## config.mk

```make
export PLATFORM = sky130hd
export DESIGN_NAME = prr_row_update
export DESIGN_NICKNAME = d
export VERILOG_FILES = /design/src/rtl/core/prr_pkg.sv /design/src/rtl/core/prr_row_update.sv
export SDC_FILE = /design/constraint.sdc
export NUM_CORES = 1
export LEC_CHECK = 0
export BUFFER_PORTS_ARGS = -buffer_cell sky130_fd_sc_hd__buf_2
export CORE_AREA = 4 4 325 327
export DETAILED_ROUTE_END_ITERATION = 10
export DIE_AREA = 0 0 329 331
export PLACE_DENSITY = 0.44
export SYNTH_ARGS = -nofsm -noshare
export SYNTH_HDL_FRONTEND = slang
export SYNTH_SLANG_ARGS = --single-unit
```

## constraint.sdc

```tcl
create_clock -name vclk -period 10.3
set_input_delay 0.515 -clock vclk [all_inputs]
set_output_delay 0.515 -clock vclk [all_outputs]
set_load 0.02 [all_outputs]
```

## src/rtl/core/prr_pkg.sv

```systemverilog
`default_nettype none

package prr_pkg;

  localparam int NUM_SETS_DEF     = 2048;
  localparam int NUM_WAYS_DEF     = 16;
  localparam int WINDOW_LEN_DEF   = 32;
  localparam int RECENT_DEPTH_DEF = 4;

  localparam int SET_IN_W  = 11;
  localparam int WAY_IN_W  = 4;
  localparam int LINE_W    = 58;
  localparam int VALID_W   = 16;
  localparam int THR_W     = 6;
  localparam int SUM_W     = 4;

  localparam logic [THR_W-1:0] THR_RESET     = 6'd26;
  localparam logic [2:0]       REUSE_LIMIT   = 3'd7;
  localparam logic [1:0]       RRIP_TOP      = 2'd3;
  localparam int               SPATIAL_LIMIT = 7;
  localparam logic [SUM_W-1:0] SUM_START     = 4'd15;

  // ways compared per scan cycle
  localparam int SCAN_CHUNK = 8;

  typedef enum logic {
    OP_VICTIM = 1'b0,
    OP_UPDATE = 1'b1
  } op_t;

  typedef struct packed {
    logic [2:0] spatial;
    logic [2:0] reuse;
    logic [1:0] rrip;
  } meta_t;

  localparam int META_W = $bits(meta_t);
  localparam meta_t META_RESET = '{spatial: 3'd0, reuse: 3'd0, rrip: RRIP_TOP};

  typedef struct packed {
    op_t                 op;
    logic [SET_IN_W-1:0] set_index;
    logic [WAY_IN_W-1:0] way;
    logic [LINE_W-1:0]   line_addr;
    logic                hit;
    logic [VALID_W-1:0]  way_valid;
  } item_t;

  typedef struct packed {
    logic [WAY_IN_W-1:0] victim_way;
    logic                streaming;
  } result_t;

  function automatic int idx_w(input int n);
    return (n > 1) ? $clog2(n) : 1;
  endfunction

endpackage

`default_nettype wire

```

## src/rtl/core/prr_row_update.sv

```systemverilog
`default_nettype none

module prr_row_update #(
  parameter int NUM_WAYS     = prr_pkg::NUM_WAYS_DEF,
  parameter int WINDOW_LEN   = prr_pkg::WINDOW_LEN_DEF,
  parameter int RECENT_DEPTH = prr_pkg::RECENT_DEPTH_DEF
) (
  input  prr_pkg::item_t                                             item,
  input  logic [prr_pkg::THR_W-1:0]                                  threshold,
  input  prr_pkg::meta_t [NUM_WAYS-1:0]                              meta_in,
  input  logic [prr_pkg::idx_w(WINDOW_LEN)-1:0]                      wpos_in,
  input  logic [prr_pkg::idx_w(WINDOW_LEN+1)-1:0]                    miss_in,
  input  logic                                                       strm_in,
  input  logic [prr_pkg::idx_w(RECENT_DEPTH)-1:0]                    rpos_in,
  input  logic [RECENT_DEPTH-1:0][prr_pkg::LINE_W-1:0]               recent_in,
  output prr_pkg::meta_t [NUM_WAYS-1:0]                              meta_out,
  output logic [prr_pkg::idx_w(WINDOW_LEN)-1:0]                      wpos_out,
  output logic [prr_pkg::idx_w(WINDOW_LEN+1)-1:0]                    miss_out,
  output logic                                                       strm_out,
  output logic [prr_pkg::idx_w(RECENT_DEPTH)-1:0]                    rpos_out,
  output logic [RECENT_DEPTH-1:0][prr_pkg::LINE_W-1:0]               recent_out
);
  import prr_pkg::*;

  localparam int WPOS_W = idx_w(WINDOW_LEN);
  localparam int MISS_W = idx_w(WINDOW_LEN + 1);
  localparam int RPOS_W = idx_w(RECENT_DEPTH);
  localparam int SC_W   = idx_w(RECENT_DEPTH + 1);
  localparam int CMP_W  = (MISS_W > THR_W) ? MISS_W : THR_W;

  logic [MISS_W-1:0] miss_inc;
  logic              win_end;
  logic [SC_W-1:0]   score;
  logic [2:0]        score_sat;
  logic [LINE_W:0]   diff [RECENT_DEPTH];

  // window of accesses
  always_comb begin
    miss_inc = item.hit ? miss_in : miss_in + 1'b1;
    win_end  = (wpos_in == WPOS_W'(WINDOW_LEN - 1));
    if (win_end) begin
      wpos_out = '0;
      miss_out = '0;
      strm_out = (CMP_W'(miss_inc) >= CMP_W'(threshold));
    end else begin
      wpos_out = wpos_in + 1'b1;
      miss_out = miss_inc;
      strm_out = strm_in;
    end
  end

  // spatial score against recent lines
  always_comb begin
    score = '0;
    for (int i = 0; i < RECENT_DEPTH; i++) begin
      diff[i] = {1'b0, recent_in[i]} - {1'b0, item.line_addr};
      if (recent_in[i] != '0 &&
          (diff[i] == (LINE_W+1)'(1) || diff[i] == (LINE_W+1)'(2) ||
           diff[i] == {(LINE_W+1){1'b1}} || diff[i] == {{LINE_W{1'b1}}, 1'b0})) begin
        score = score + 1'b1;
      end
    end
    score_sat = (32'(score) > SPATIAL_LIMIT) ? 3'(SPATIAL_LIMIT) : 3'(score);
  end

  always_comb begin
    recent_out = recent_in;
    for (int i = 0; i < RECENT_DEPTH; i++) begin
      if (RPOS_W'(i) == rpos_in) begin
        recent_out[i] = item.line_addr;
      end
    end
    rpos_out = (rpos_in == RPOS_W'(RECENT_DEPTH - 1)) ? '0 : rpos_in + 1'b1;
  end

  always_comb begin
    meta_out = meta_in;
    for (int w = 0; w < NUM_WAYS; w++) begin
      if (int'(item.way) == w) begin
        if (item.hit) begin
          meta_out[w].reuse   = (meta_in[w].reuse < REUSE_LIMIT) ?
                                meta_in[w].reuse + 3'd1 : REUSE_LIMIT;
          meta_out[w].rrip    = 2'd0;
          meta_out[w].spatial = (score_sat >= 3'd2) ? 3'd3 : score_sat + 3'd1;
        end else begin
          meta_out[w].reuse   = 3'd1;
          meta_out[w].spatial = score_sat;
          meta_out[w].rrip    = strm_out ? RRIP_TOP : 2'd0;
        end
      end
    end
  end

endmodule

`default_nettype wire

```

==> results by group <==
GRT
  – First-pass GRT wire length: 211800 µm
  – GRT overflow: 0
  – Vias in the first global route: 27310
  – Initial antenna violation count: 51
  – Largest net degree at the start of global routing: 61
  – Global Route Usage Sum: 0.2734

Timing
  – RSZ-0062 raised after global routing: no
  – Final cycle utilization of the critical path: 0.9333
  – Worst relative slew slack: 0.01411
  – Min cycle time layout: 9.613 ns
  – Worst-margin pin slew: 1.463 ns
  – # setup viols final: 0
  – Hold Violations, Final: 0
  – Final setup TNS: 0 ns
  – Max-slew violations: 0
  – Maximum clock frequency: 104.0 MHz

Synth
  – Post-synthesis cell count: 3132
  – YS warnings: 0
  – Synth top area share: 0.1552
  – Cell taking the most area after synthesis: ha_1
  – Top post-synthesis cells by area: ha_1, mux2_2, a21oi_1, xnor2_1, nand2_1
  – Avg Cell Area, Syn: 6.847 µm²
  – Synthesized net count: 3873
  – Sequential area share after synthesis: 0
  – Post-synth cell types: 102
  – Mapped Area: 0.02144 mm²

Critical path
  – Critical path's largest stage delay: 0.57 ns
  – CP max-delay cell: a31oi_1
  – Critical Path Source Type: primary input
  – Critical path startpoint: item[31]
  – CP Class: in -> out
  – Req. time, crit path: 9.79 ns
  – Critical-path maximum fanout: 16
  – Worst Setup EP: meta_out[79]
  – Critical Path AT: 9.10 ns
  – Top cell by count, worst path: ha_1
  – CP endpoint kind: output pin

Drt
  – DRT Pass-1 Iters: 5
  – Vias: 28680
  – Drt total wl: 158300 µm
  – Starting DRC count in detailed routing: 2406
  – Drt wl/cell: 30.11 µm
  – Residual DRC: 0
  – Vias per cell: 5.454
  – Final ANT Viol Nets: 0

Floorplanning
  – Die height: 331 µm
  – Initial core utilization: 0.2084
  – Die W: 329 µm
  – I/O pins: 845
  – Die ar.: 0.1089 mm²
  – Core outline area: 0.1029 mm²
  – Site Rows: 118

Final layout
  – Nets: 4600
  – Layout area overhead: 26.45%
  – # fillers: 11800
  – Fin area: 0.02712 mm²
  – Clkbuf count: 0
  – Layout sequential cell count: 0
  – Share of cells above drive strength 1: 0.3020
  – Flip-flop and latch area: 0 µm²
  – Area occupied by multi-input gates: 0.02043 mm²

Flow run
  – Max_cap viols: 0

Power and ir drop
  – Power density over cell area: 71.22 mW/mm²
  – Static Leak: 12.18 nW
  – Peak supply drop: 0.03342 mV

Status
  – Run status: finished clean

Place
  – IO buf count: 817
  – HPWL Detailed: 139800 µm
  – Area after DPL: 0.02706 mm²
  – GP Congestion: 1.005

Clocking
  – CTS resizes: 0
  – Post-CTS Hold Fix Bufs: 0
  – Postcts setup bufs: 0

Worst hold path
  – Worst min path class: in -> out
-- how the worst min path moves through the flow --
stage               startpoint           to  slack (ns)  depth (start not counted)
floorplan           rpos_in[0]  rpos_out[0]        1.10                          1
global placement    wpos_in[0]  wpos_out[0]        1.31                          3
detailed placement  wpos_in[0]  wpos_out[0]        1.31                          3
CTS                 wpos_in[0]  wpos_out[0]        1.31                          3
global route        wpos_in[0]  wpos_out[0]        1.32                          3
finish              wpos_in[0]  wpos_out[0]        1.31                          3
-- per-stage QoR --
step / hold WS (ns) / cells / total power, mW / util / setup WS [ns]
floorplan: 1.105 / 3132 / 1.181 / - / 2.063
global placement: 1.311 / 5237 / 1.906 / 0.2630 / 0.6707
detailed placement: 1.311 / 5237 / 1.900 / 0.2630 / 0.7271
CTS: 1.312 / 5237 / 1.910 / 0.2630 / 0.6905
global route: 1.320 / 5247 / 2.069 / 0.2632 / 0.1690
finish: 1.311 / 5259 / 1.931 / 0.2635 / 0.6867
-- cell type report --
class / count / share of cell area
Multi-Input combinational cell: 2863 / 0.7533
Antenna cell: 22 / 0.002030
Inverter: 136 / 0.01883
Timing Repair Buffer: 858 / 0.1621
Tap cell: 1380 / 0.06368
-- cell usage after synthesis, drive strengths merged, types with 16 or more instances --
| library cell | instances |
|---|---|
| a21oi | 306 |
| nand2 | 292 |
| nor2 | 269 |
| ha | 266 |
| mux2 | 227 |
| o21ai | 186 |
| inv | 136 |
| xnor2 | 134 |
| a21o | 122 |
| nor4 | 113 |
| nand4 | 105 |
| clkbuf | 102 |
| nand3 | 91 |
| xor2 | 91 |
| a31oi | 58 |
| o21a | 54 |
| nor3 | 52 |
| nand2b | 41 |
| o21bai | 36 |
| nor2b | 35 |
| o31ai | 32 |
| buf | 31 |
| and3 | 29 |
| a211oi | 22 |
| o211ai | 22 |
| or4 | 18 |
| a22o | 16 |
| a32o | 16 |
-- critical path, delay by kind of cell --
family	cells	cell delay, ns
adder cells (fa/ha/maj)	4	1.31
AO/OA/AOI/OAI	9	2.66
multiplexers	1	0.20
buffers and inverters	4	0.83
XOR/XNOR	2	0.40
AND/OR/NAND/NOR	10	3.13
-- metal layers --
layer	track usage	wire length, µm	vias up
li1	-	-	13390
met1	0.3001	58300	13530
met2	0.4763	74940	1421
met3	0.05067	11800	321
met4	0.1931	13180	18
met5	0	125	-
-- logic make-up after synthesis --
group	count (synthesis)	synth area share
AND/OR/NAND/NOR	1142	0.2692
AO/OA/AOI/OAI	993	0.3063
adder cells (fa/ha/maj)	270	0.1589
buffers and inverters	269	0.04989
multiplexers	233	0.1232
XOR/XNOR	225	0.09260
-- layout by cell type, fill, tap and decap left out, types with 29 or more instances in the layout --
cell and instances:
buf_2 817, a21oi_1 303, nand2_1 291, nor2_1 268, ha_1 262, mux2_2 226
o21ai_0 172, inv_1 136, xnor2_1 134, a21o_1 122, nor4_1 111, nand4_1 104
nand3_1 91, xor2_1 89, a31oi_1 57, o21a_1 54, nor3_1 51, nand2b_1 41
buf_4 41, o21bai_1 36, nor2b_1 35, and3_1 29
-- power by group --
group          switching [mW]  internal (mW)
Clock                       0   0.0000000583
Sequential                  0              0
Combinational            1.26          0.675
(Power assumes the default switching activity.)
